==> config.mk <==
export PLATFORM = sky130hd
export DESIGN_NAME = calibrated_adc_moving_average_flat
export DESIGN_NICKNAME = d
export VERILOG_FILES = /design/src/cam_pkg.sv /design/src/cam_req_if.sv /design/src/cam_rsp_if.sv /design/src/cam_calib.sv /design/src/cam_window.sv /design/src/calibrated_adc_moving_average.sv /design/src/flat_wrapper.sv
export SDC_FILE = /design/constraint.sdc
export NUM_CORES = 2
export LEC_CHECK = 0
export BUFFER_PORTS_ARGS = -buffer_cell sky130_fd_sc_hd__buf_2
export CAP_MARGIN = 20
export CORE_AREA = 2 2 285 287
export DETAILED_ROUTE_END_ITERATION = 10
export DIE_AREA = 0 0 287 289
export MAX_ROUTING_LAYER = met4
export PLACE_DENSITY = 0.66
export REMOVE_ABC_BUFFERS = 1
export SYNTH_ARGS = -nofsm -noshare
export SYNTH_HDL_FRONTEND = slang
export SYNTH_HIERARCHICAL = 1
export SYNTH_SLANG_ARGS = --single-unit
==> constraint.sdc <==
create_clock -name clock -period 40.5 [get_ports clock]
set_clock_uncertainty 0.05 [all_clocks]
set_input_delay 8.1 -clock clock [delete_from_list [all_inputs] [get_ports clock]]
set_output_delay 8.1 -clock clock [all_outputs]
set_load 0.02 [all_outputs]
==> src/cam_pkg.sv <==
// ----------------------------------------------------------------------------
// cam_pkg
// Shared constants, types and helpers of the calibrated ADC averaging block.
// ----------------------------------------------------------------------------
package cam_pkg;

   localparam int RAW_W      = 12;
   localparam int CSR_W      = 16;
   localparam int CSR_IDX_W  = 3;
   localparam int OUT_W      = 19;
   localparam int MUL_W      = 18;
   localparam int PROD_W     = 2 * MUL_W;
   localparam int BASE_W     = 17;
   localparam int RAW_SHIFT  = 12;
   localparam int GAIN_SHIFT = 14;
   localparam int CAL_W      = PROD_W - GAIN_SHIFT;

   localparam int FULL_SCALE = 66000;
   localparam int MID_SCALE  = 33000;

   localparam int DEFAULT_WINDOW_LENGTH = 16;

   localparam logic [CSR_W-1:0] GAIN_RESET   = 16'd16384;
   localparam logic [CSR_W-1:0] OFFSET_RESET = 16'd0;

   localparam logic signed [OUT_W-1:0] OUT_MAX = 19'sd262143;
   localparam logic signed [OUT_W-1:0] OUT_MIN = -19'sd262144;

   typedef enum logic [CSR_IDX_W-1:0] {
      CSR_CURRENT_GAIN   = 3'd0,
      CSR_VOLTAGE_GAIN   = 3'd1,
      CSR_CURRENT_OFFSET = 3'd2,
      CSR_VOLTAGE_OFFSET = 3'd3
   } csr_index_type;

   typedef enum logic [1:0] {
      STEP_CBASE,
      STEP_VBASE,
      STEP_CGAIN,
      STEP_VGAIN
   } calc_step_type;

   typedef struct packed {
      logic          en;
      calc_step_type step;
   } calc_ctrl_type;

   typedef struct packed {
      logic rd_en;
      logic wr_en;
   } win_ctrl_type;

   function automatic logic signed [OUT_W-1:0] saturate(input logic signed [CAL_W-1:0] v);
      logic signed [OUT_W-1:0] r;
      if (v > CAL_W'(OUT_MAX)) begin
         r = OUT_MAX;
      end else if (v < CAL_W'(OUT_MIN)) begin
         r = OUT_MIN;
      end else begin
         r = v[OUT_W-1:0];
      end
      return r;
   endfunction

endpackage

==> src/cam_req_if.sv <==
// ----------------------------------------------------------------------------
// cam_req_if
// Input channel: one pair of raw converter codes per transfer.
// ----------------------------------------------------------------------------
interface cam_req_if;
   logic                        valid;
   logic                        ready;
   logic [cam_pkg::RAW_W-1:0]   current_raw;
   logic [cam_pkg::RAW_W-1:0]   voltage_raw;

   modport source (output valid, output current_raw, output voltage_raw, input ready);
   modport sink   (input valid, input current_raw, input voltage_raw, output ready);
endinterface

==> src/cam_rsp_if.sv <==
// ----------------------------------------------------------------------------
// cam_rsp_if
// Result channel: calibrated current, voltage and averaged current.
// ----------------------------------------------------------------------------
interface cam_rsp_if;
   logic                               valid;
   logic                               ready;
   logic signed [cam_pkg::OUT_W-1:0]   current_scaled;
   logic signed [cam_pkg::OUT_W-1:0]   voltage_scaled;
   logic signed [cam_pkg::OUT_W-1:0]   current_filtered;

   modport source (output valid, output current_scaled, output voltage_scaled,
                   output current_filtered, input ready);
   modport sink   (input valid, input current_scaled, input voltage_scaled,
                   input current_filtered, output ready);
endinterface

==> src/cam_calib.sv <==
// ----------------------------------------------------------------------------
// cam_calib
// Shared 18x18 multiplier: converts codes to base values, then applies gain,
// offset and saturation, one multiply per step.
// ----------------------------------------------------------------------------
module cam_calib (
   input  logic                                  clock,
   input  cam_pkg::calc_ctrl_type                ctrl,
   input  logic [cam_pkg::RAW_W-1:0]             current_raw,
   input  logic [cam_pkg::RAW_W-1:0]             voltage_raw,
   input  logic [cam_pkg::CSR_W-1:0]             current_gain,
   input  logic [cam_pkg::CSR_W-1:0]             voltage_gain,
   input  logic signed [cam_pkg::CSR_W-1:0]      current_offset,
   input  logic signed [cam_pkg::CSR_W-1:0]      voltage_offset,
   output logic signed [cam_pkg::OUT_W-1:0]      cal_value,
   output logic signed [cam_pkg::OUT_W-1:0]      current_ff
);
   import cam_pkg::*;

   logic [RAW_W-1:0]          vraw_ff;
   logic signed [MUL_W-1:0]   cbase_ff;
   logic signed [MUL_W-1:0]   vbase_ff;

   logic signed [MUL_W-1:0]   op_a;
   logic signed [MUL_W-1:0]   op_b;
   logic signed [PROD_W-1:0]  prod;
   logic [BASE_W-1:0]         base_u;
   logic signed [MUL_W-1:0]   base_ext;
   logic signed [CSR_W-1:0]   offset;
   logic signed [CAL_W-1:0]   cal_sum;

   always_comb begin
      unique case (ctrl.step)
         STEP_CBASE: begin
            op_a   = MUL_W'(current_raw);
            op_b   = MUL_W'(FULL_SCALE);
            offset = current_offset;
         end
         STEP_VBASE: begin
            op_a   = MUL_W'(vraw_ff);
            op_b   = MUL_W'(FULL_SCALE);
            offset = voltage_offset;
         end
         STEP_CGAIN: begin
            op_a   = cbase_ff;
            op_b   = MUL_W'(current_gain);
            offset = current_offset;
         end
         STEP_VGAIN: begin
            op_a   = vbase_ff;
            op_b   = MUL_W'(voltage_gain);
            offset = voltage_offset;
         end
         default: begin
            op_a   = '0;
            op_b   = '0;
            offset = '0;
         end
      endcase
   end

   assign prod      = op_a * op_b;
   assign base_u    = prod[RAW_SHIFT+BASE_W-1:RAW_SHIFT];
   assign base_ext  = MUL_W'(base_u);
   assign cal_sum   = prod[PROD_W-1:GAIN_SHIFT] + CAL_W'(offset);
   assign cal_value = saturate(cal_sum);

   always_ff @(posedge clock) begin
      if (ctrl.en) begin
         unique case (ctrl.step)
            STEP_CBASE: begin
               cbase_ff <= base_ext - MUL_W'(MID_SCALE);
               vraw_ff  <= voltage_raw;
            end
            STEP_VBASE: begin
               vbase_ff <= base_ext;
            end
            STEP_CGAIN: begin
               current_ff <= cal_value;
            end
            STEP_VGAIN: begin
            end
            default: begin
            end
         endcase
      end
   end

endmodule

==> src/cam_window.sv <==
// ----------------------------------------------------------------------------
// cam_window
// Ring window of scaled currents in a synchronous memory, with running sum.
// Entries not yet written read as zero through per-entry valid bits.
// ----------------------------------------------------------------------------
module cam_window #(
   parameter int WINDOW_LENGTH = cam_pkg::DEFAULT_WINDOW_LENGTH
) (
   input  logic                                  clock,
   input  logic                                  reset,
   input  cam_pkg::win_ctrl_type                 ctrl,
   input  logic signed [cam_pkg::OUT_W-1:0]      wr_value,
   output logic signed [cam_pkg::OUT_W-1:0]      filtered
);
   import cam_pkg::*;

   localparam int IDX_W = $clog2(WINDOW_LENGTH);
   localparam int SUM_W = OUT_W + IDX_W;

   logic signed [OUT_W-1:0]   mem [WINDOW_LENGTH];
   logic [WINDOW_LENGTH-1:0]  valid_ff;
   logic signed [OUT_W-1:0]   rd_data_ff;
   logic                      rd_valid_ff;
   logic [IDX_W-1:0]          slot_ff;
   logic signed [SUM_W-1:0]   sum_ff;
   logic signed [SUM_W-1:0]   sum_in;
   logic signed [OUT_W-1:0]   old_value;

   assign old_value = rd_valid_ff ? rd_data_ff : '0;
   assign sum_in    = sum_ff - SUM_W'(old_value) + SUM_W'(wr_value);
   assign filtered  = sum_ff[SUM_W-1:IDX_W];

   always_ff @(posedge clock) begin
      if (ctrl.rd_en) begin
         rd_data_ff <= mem[slot_ff];
      end
      if (ctrl.wr_en) begin
         mem[slot_ff] <= wr_value;
      end
   end

   always_ff @(posedge clock) begin
      if (reset) begin
         valid_ff    <= '0;
         rd_valid_ff <= 1'b0;
         slot_ff     <= '0;
         sum_ff      <= '0;
      end else begin
         if (ctrl.rd_en) begin
            rd_valid_ff <= valid_ff[slot_ff];
         end
         if (ctrl.wr_en) begin
            valid_ff[slot_ff] <= 1'b1;
            slot_ff           <= slot_ff + 1'b1;
            sum_ff            <= sum_in;
         end
      end
   end

endmodule

==> src/calibrated_adc_moving_average.sv <==
// ----------------------------------------------------------------------------
// calibrated_adc_moving_average
// Steps: request transfer in ST_IDLE, then ST_VBASE, ST_CGAIN and ST_VGAIN;
// the result register loads in ST_VGAIN once it is free. A new pair is taken
// only in ST_IDLE; the single shared multiplier does two base conversions and two gain multiplies per pair.
// Reset: synchronous; gains return to unity, offsets to zero, window cleared.
// ----------------------------------------------------------------------------
module calibrated_adc_moving_average #(
   parameter int WINDOW_LENGTH = cam_pkg::DEFAULT_WINDOW_LENGTH
) (
   input  logic                              clock,
   input  logic                              reset,
   cam_req_if.sink                           req_chan,
   cam_rsp_if.source                         rsp_chan,
   input  logic                              csr_wr_en,
   input  logic [cam_pkg::CSR_IDX_W-1:0]     csr_index,
   input  logic [cam_pkg::CSR_W-1:0]         csr_wdata
);
   import cam_pkg::*;

   typedef enum logic [1:0] {
      ST_IDLE,
      ST_VBASE,
      ST_CGAIN,
      ST_VGAIN
   } state_type;

   state_type                 state_ff;
   logic [CSR_W-1:0]          cgain_ff;
   logic [CSR_W-1:0]          vgain_ff;
   logic signed [CSR_W-1:0]   coffset_ff;
   logic signed [CSR_W-1:0]   voffset_ff;

   logic                      rsp_valid_ff;
   logic signed [OUT_W-1:0]   rsp_cur_ff;
   logic signed [OUT_W-1:0]   rsp_vol_ff;
   logic signed [OUT_W-1:0]   rsp_filt_ff;

   calc_ctrl_type             calc_ctrl;
   win_ctrl_type              win_ctrl;
   logic                      req_xfer;
   logic                      rsp_free;
   logic signed [OUT_W-1:0]   cal_value;
   logic signed [OUT_W-1:0]   current_ff;
   logic signed [OUT_W-1:0]   filtered;

   assign req_chan.ready = (state_ff == ST_IDLE);
   assign req_xfer       = req_chan.valid && req_chan.ready;
   assign rsp_free       = !rsp_valid_ff || rsp_chan.ready;

   always_comb begin
      calc_ctrl.en   = 1'b0;
      calc_ctrl.step = STEP_CBASE;
      win_ctrl.rd_en = 1'b0;
      win_ctrl.wr_en = 1'b0;
      unique case (state_ff)
         ST_IDLE: begin
            calc_ctrl.en   = req_xfer;
            calc_ctrl.step = STEP_CBASE;
            win_ctrl.rd_en = req_xfer;
         end
         ST_VBASE: begin
            calc_ctrl.en   = 1'b1;
            calc_ctrl.step = STEP_VBASE;
         end
         ST_CGAIN: begin
            calc_ctrl.en   = 1'b1;
            calc_ctrl.step = STEP_CGAIN;
            win_ctrl.wr_en = 1'b1;
         end
         ST_VGAIN: begin
            calc_ctrl.en   = 1'b1;
            calc_ctrl.step = STEP_VGAIN;
         end
         default: begin
         end
      endcase
   end

   cam_calib u_calib (
      .clock          (clock),
      .ctrl           (calc_ctrl),
      .current_raw    (req_chan.current_raw),
      .voltage_raw    (req_chan.voltage_raw),
      .current_gain   (cgain_ff),
      .voltage_gain   (vgain_ff),
      .current_offset (coffset_ff),
      .voltage_offset (voffset_ff),
      .cal_value      (cal_value),
      .current_ff     (current_ff)
   );

   cam_window #(
      .WINDOW_LENGTH (WINDOW_LENGTH)
   ) u_window (
      .clock    (clock),
      .reset    (reset),
      .ctrl     (win_ctrl),
      .wr_value (cal_value),
      .filtered (filtered)
   );

   always_ff @(posedge clock) begin
      if (reset) begin
         cgain_ff   <= GAIN_RESET;
         vgain_ff   <= GAIN_RESET;
         coffset_ff <= OFFSET_RESET;
         voffset_ff <= OFFSET_RESET;
      end else if (csr_wr_en) begin
         unique case (csr_index)
            CSR_CURRENT_GAIN:   cgain_ff   <= csr_wdata;
            CSR_VOLTAGE_GAIN:   vgain_ff   <= csr_wdata;
            CSR_CURRENT_OFFSET: coffset_ff <= csr_wdata;
            CSR_VOLTAGE_OFFSET: voffset_ff <= csr_wdata;
            default: begin
            end
         endcase
      end
   end

   always_ff @(posedge clock) begin
      if (reset) begin
         state_ff     <= ST_IDLE;
         rsp_valid_ff <= 1'b0;
      end else begin
         if (rsp_chan.ready && !(state_ff == ST_VGAIN && rsp_free)) begin
            rsp_valid_ff <= 1'b0;
         end
         unique case (state_ff)
            ST_IDLE: begin
               if (req_xfer) begin
                  state_ff <= ST_VBASE;
               end
            end
            ST_VBASE: begin
               state_ff <= ST_CGAIN;
            end
            ST_CGAIN: begin
               state_ff <= ST_VGAIN;
            end
            ST_VGAIN: begin
               if (rsp_free) begin
                  rsp_valid_ff <= 1'b1;
                  rsp_cur_ff   <= current_ff;
                  rsp_vol_ff   <= cal_value;
                  rsp_filt_ff  <= filtered;
                  state_ff     <= ST_IDLE;
               end
            end
            default: begin
               state_ff <= ST_IDLE;
            end
         endcase
      end
   end

   assign rsp_chan.valid            = rsp_valid_ff;
   assign rsp_chan.current_scaled   = rsp_cur_ff;
   assign rsp_chan.voltage_scaled   = rsp_vol_ff;
   assign rsp_chan.current_filtered = rsp_filt_ff;

endmodule
==> src/flat_wrapper.sv <==
// flat-port wrapper written by rule: the top's interface ports become plain ports
module calibrated_adc_moving_average_flat import cam_pkg::*;
#(
   parameter int WINDOW_LENGTH = cam_pkg::DEFAULT_WINDOW_LENGTH
)
  (clock, reset, csr_wr_en, csr_index, csr_wdata, req_chan_valid, req_chan_current_raw, req_chan_voltage_raw, req_chan_ready, rsp_chan_valid, rsp_chan_current_scaled, rsp_chan_voltage_scaled, rsp_chan_current_filtered, rsp_chan_ready);
  cam_req_if req_chan_i ();
  cam_rsp_if rsp_chan_i ();
  input  logic clock;
  input  logic reset;
  input  logic csr_wr_en;
  input  logic [cam_pkg::CSR_IDX_W-1:0] csr_index;
  input  logic [cam_pkg::CSR_W-1:0] csr_wdata;
  input wire logic [$bits(req_chan_i.valid)-1:0] req_chan_valid;
  input wire logic [$bits(req_chan_i.current_raw)-1:0] req_chan_current_raw;
  input wire logic [$bits(req_chan_i.voltage_raw)-1:0] req_chan_voltage_raw;
  output wire logic [$bits(req_chan_i.ready)-1:0] req_chan_ready;
  output wire logic [$bits(rsp_chan_i.valid)-1:0] rsp_chan_valid;
  output wire logic [$bits(rsp_chan_i.current_scaled)-1:0] rsp_chan_current_scaled;
  output wire logic [$bits(rsp_chan_i.voltage_scaled)-1:0] rsp_chan_voltage_scaled;
  output wire logic [$bits(rsp_chan_i.current_filtered)-1:0] rsp_chan_current_filtered;
  input wire logic [$bits(rsp_chan_i.ready)-1:0] rsp_chan_ready;
  assign req_chan_i.valid = req_chan_valid;
  assign req_chan_i.current_raw = req_chan_current_raw;
  assign req_chan_i.voltage_raw = req_chan_voltage_raw;
  assign req_chan_ready = req_chan_i.ready;
  assign rsp_chan_valid = rsp_chan_i.valid;
  assign rsp_chan_current_scaled = rsp_chan_i.current_scaled;
  assign rsp_chan_voltage_scaled = rsp_chan_i.voltage_scaled;
  assign rsp_chan_current_filtered = rsp_chan_i.current_filtered;
  assign rsp_chan_i.ready = rsp_chan_ready;
  calibrated_adc_moving_average #(.WINDOW_LENGTH(WINDOW_LENGTH)) u_core (.clock(clock), .reset(reset), .req_chan(req_chan_i), .rsp_chan(rsp_chan_i), .csr_wr_en(csr_wr_en), .csr_index(csr_index), .csr_wdata(csr_wdata));
endmodule
==> metrics <==
run status finished, final reports clean; fin crit period 20.45 ns; fin crit share 50.5%; grt ovf 0; total CTS buffers 60; delay-heaviest family, CP compound AO/OA/AOI/OAI gates; most frequent cells after synthesis 462 x inv_1, 446 x edfxtp_1, 333 x nand2_1; most common cell in the netlist inv_1; Critical Path Start Type input pin; DRT Pass-1 Iters 5; total track usage approximately 22%; HP Class register to register; DRT antenna net count 0; Seq/Total Area, Yosys 43.8%; CTS tree done; Post-CTS Setup Bufs 0; top-area cell type share of the netlist area between 30% and 40%; final hold violations 0; Critical Path RT between 40 and 50 ns; unrepaired setup endpoints after global routing false; post-layout net count 3540; Worst-Margin Slew between 1 and 1.5 ns; Total Wirelength 86500 microns; layout cells sized above 1 between 10% and 20%; Post-Synthesis Cell Area approximately 36000 sq um; gpl congestion about 0.99; Final Util around half; routed len/inst around 21 microns; largest net degree at the start of global routing 89; top_reg_cell synth edfxtp_1; CP Buf/Inv Count 5; most frequent CP cell fa_1; Gate Count Post-Synth 2956; Seq cells post-synth 557; Max transition margin 29.7%; worst-path maximum fanout 19; syn_area_per_cell 12.1 sq um; fmax slightly below 0.05 GHz; slowest CP cell o21ai_1; initial antenna violation count 1; Die W approximately 290 microns; ant diodes 0; core area roughly 80000 sq um; vias per cell ~5.4; io pins approximately 110; Initial Utilization roughly 45%; max-slew violation count 0; critical path class input pin to register; post-CTS sizing 0; count of final setup violators 0; top cells by area, synth edfxtp_1 38%, fa_1 19%, mux4_2 6.3%; Synth area leader edfxtp_1; drt drc 0; Max Cap Viol 0; Post-synth ARST share 0%; first-pass GRT wire length 133000 microns; Port-buffer cells ~110; Site Rows 104; fill count approximately 7.1k; vias in the first global route around 23k; cts hold-fix bufs 0; Initial DRC Count 1803; Reg clk slew, reported paths about 0.060 ns; Via Count approximately 22k; H-tree lvl count 2; Die H between 200 and 300 microns; Post-synth EDFFs between 400 and 500; CTS sink count roughly 560; CP arrival 20.85 ns; total negative slack 0 ns; Syn. warnings 6; Synth-to-Final Area Change 9.76%; endpoint type of the worst setup path register; HPWL after DPL between 60000 and 70000 microns; die outline area a little over 80000 sq um; CTS root buf clkbuf_16; post-synthesis cell type count 83; crit-path max cell delay a little under 0.7 ns; clock tree buffer depth 3; Skew-Pair Late Insertion Delay roughly 0.64 ns
## cells in the final DEF, fill, tap and decap left out, types with 100 or more instances in the layout
master / netlist / routed
a21oi_1: 125 / 125
buf_2: 21 / 105
dfxtp_1: 111 / 108
edfxtp_1: 446 / 446
fa_1: 332 / 332
ha_1: 140 / 139
inv_1: 462 / 462
mux4_2: 100 / 100
nand2_1: 333 / 333
nor2_1: 232 / 231
## final timing paths
path / depth (start not counted) / startpoint / slack [ns] / to
setup / recovery: 42 / req_chan_current_raw[9] / 20.05 / u_core/u_window/sum_ff[20]
hold / removal: 0 / u_core/u_calib/current_ff[14] / 0.37 / u_core/rsp_chan.current_scaled[14]
setup reg to reg: 47 / u_core/state_ff[1] / 25.42 / u_core/u_window/sum_ff[20]
hold reg to reg: 0 / u_core/u_calib/current_ff[14] / 0.37 / u_core/rsp_chan.current_scaled[14]
## stage by stage
stage | instances | hold slack (ns) | setup slack [ns] | cell area (sq um)
floorplan | 2822 | 0.350 | 21.04 | 35000
global placement | 4017 | 0.352 | 19.80 | 37100
detailed placement | 4017 | 0.355 | 19.59 | 37100
CTS | 4129 | 0.366 | 20.20 | 39100
global route | 4130 | 0.372 | 19.14 | 39100
finish | 4130 | 0.367 | 20.05 | 39100
## flip-flops by register name, summed over array words and instances, names as in the netlist
name and flops:
u_core/u_window/mem 304, u_core/u_window/sum_ff 23, u_core/rsp_chan.current_filtered 19, u_core/rsp_chan.current_scaled 19
u_core/rsp_chan.voltage_scaled 19, u_core/u_calib/current_ff 19, u_core/u_window/rd_data_ff 19, u_core/u_calib/cbase_ff 18
u_core/u_calib/vbase_ff 17, u_core/cgain_ff 16, u_core/coffset_ff 16, u_core/u_window/valid_ff 16
u_core/vgain_ff 16, u_core/voffset_ff 16, u_core/u_calib/vraw_ff 12, u_core/u_window/slot_ff 4
u_core/state_ff 2, u_core/rsp_chan.valid 1, u_core/u_window/rd_valid_ff 1
## metal layers
layer / part of all wire [%] / up-vias / track usage, %
met5: 0 / - / -
met1: 41 / 11400 / 28.5
met2: 49 / 735 / 35.9
met4: 3.2 / 0 / 6.93
met3: 6.2 / 161 / 2.78
li1: - / 10000 / -
## cell families after synthesis
family | Yosys count | synth area share (%)
other cells | 2 | 0.0211
fa+ha+maj | 472 | 23.6
compound gates | 335 | 6.22
flops | 557 | 43.8
xor+xnor | 78 | 1.96
mux | 175 | 8.58
buf+inv | 602 | 6.71
simple gates | 735 | 9.10
## area by class of cell
class | instances | area (sq um) | share of cell area, %
Multi-Input combinational cell | 1802 | 17700 | 45.2
Sequential cell | 557 | 15600 | 40.0
Inverter | 463 | 1740 | 4.44
Clock buffer | 73 | 1590 | 4.07
Tap cell | 1060 | 1330 | 3.39
Timing Repair Buffer | 136 | 762 | 1.95
Clock inverter | 39 | 370 | 0.947
Power is not shown: default switching activity piles up to over one toggle a cycle in this logic, so the estimate is an artifact.
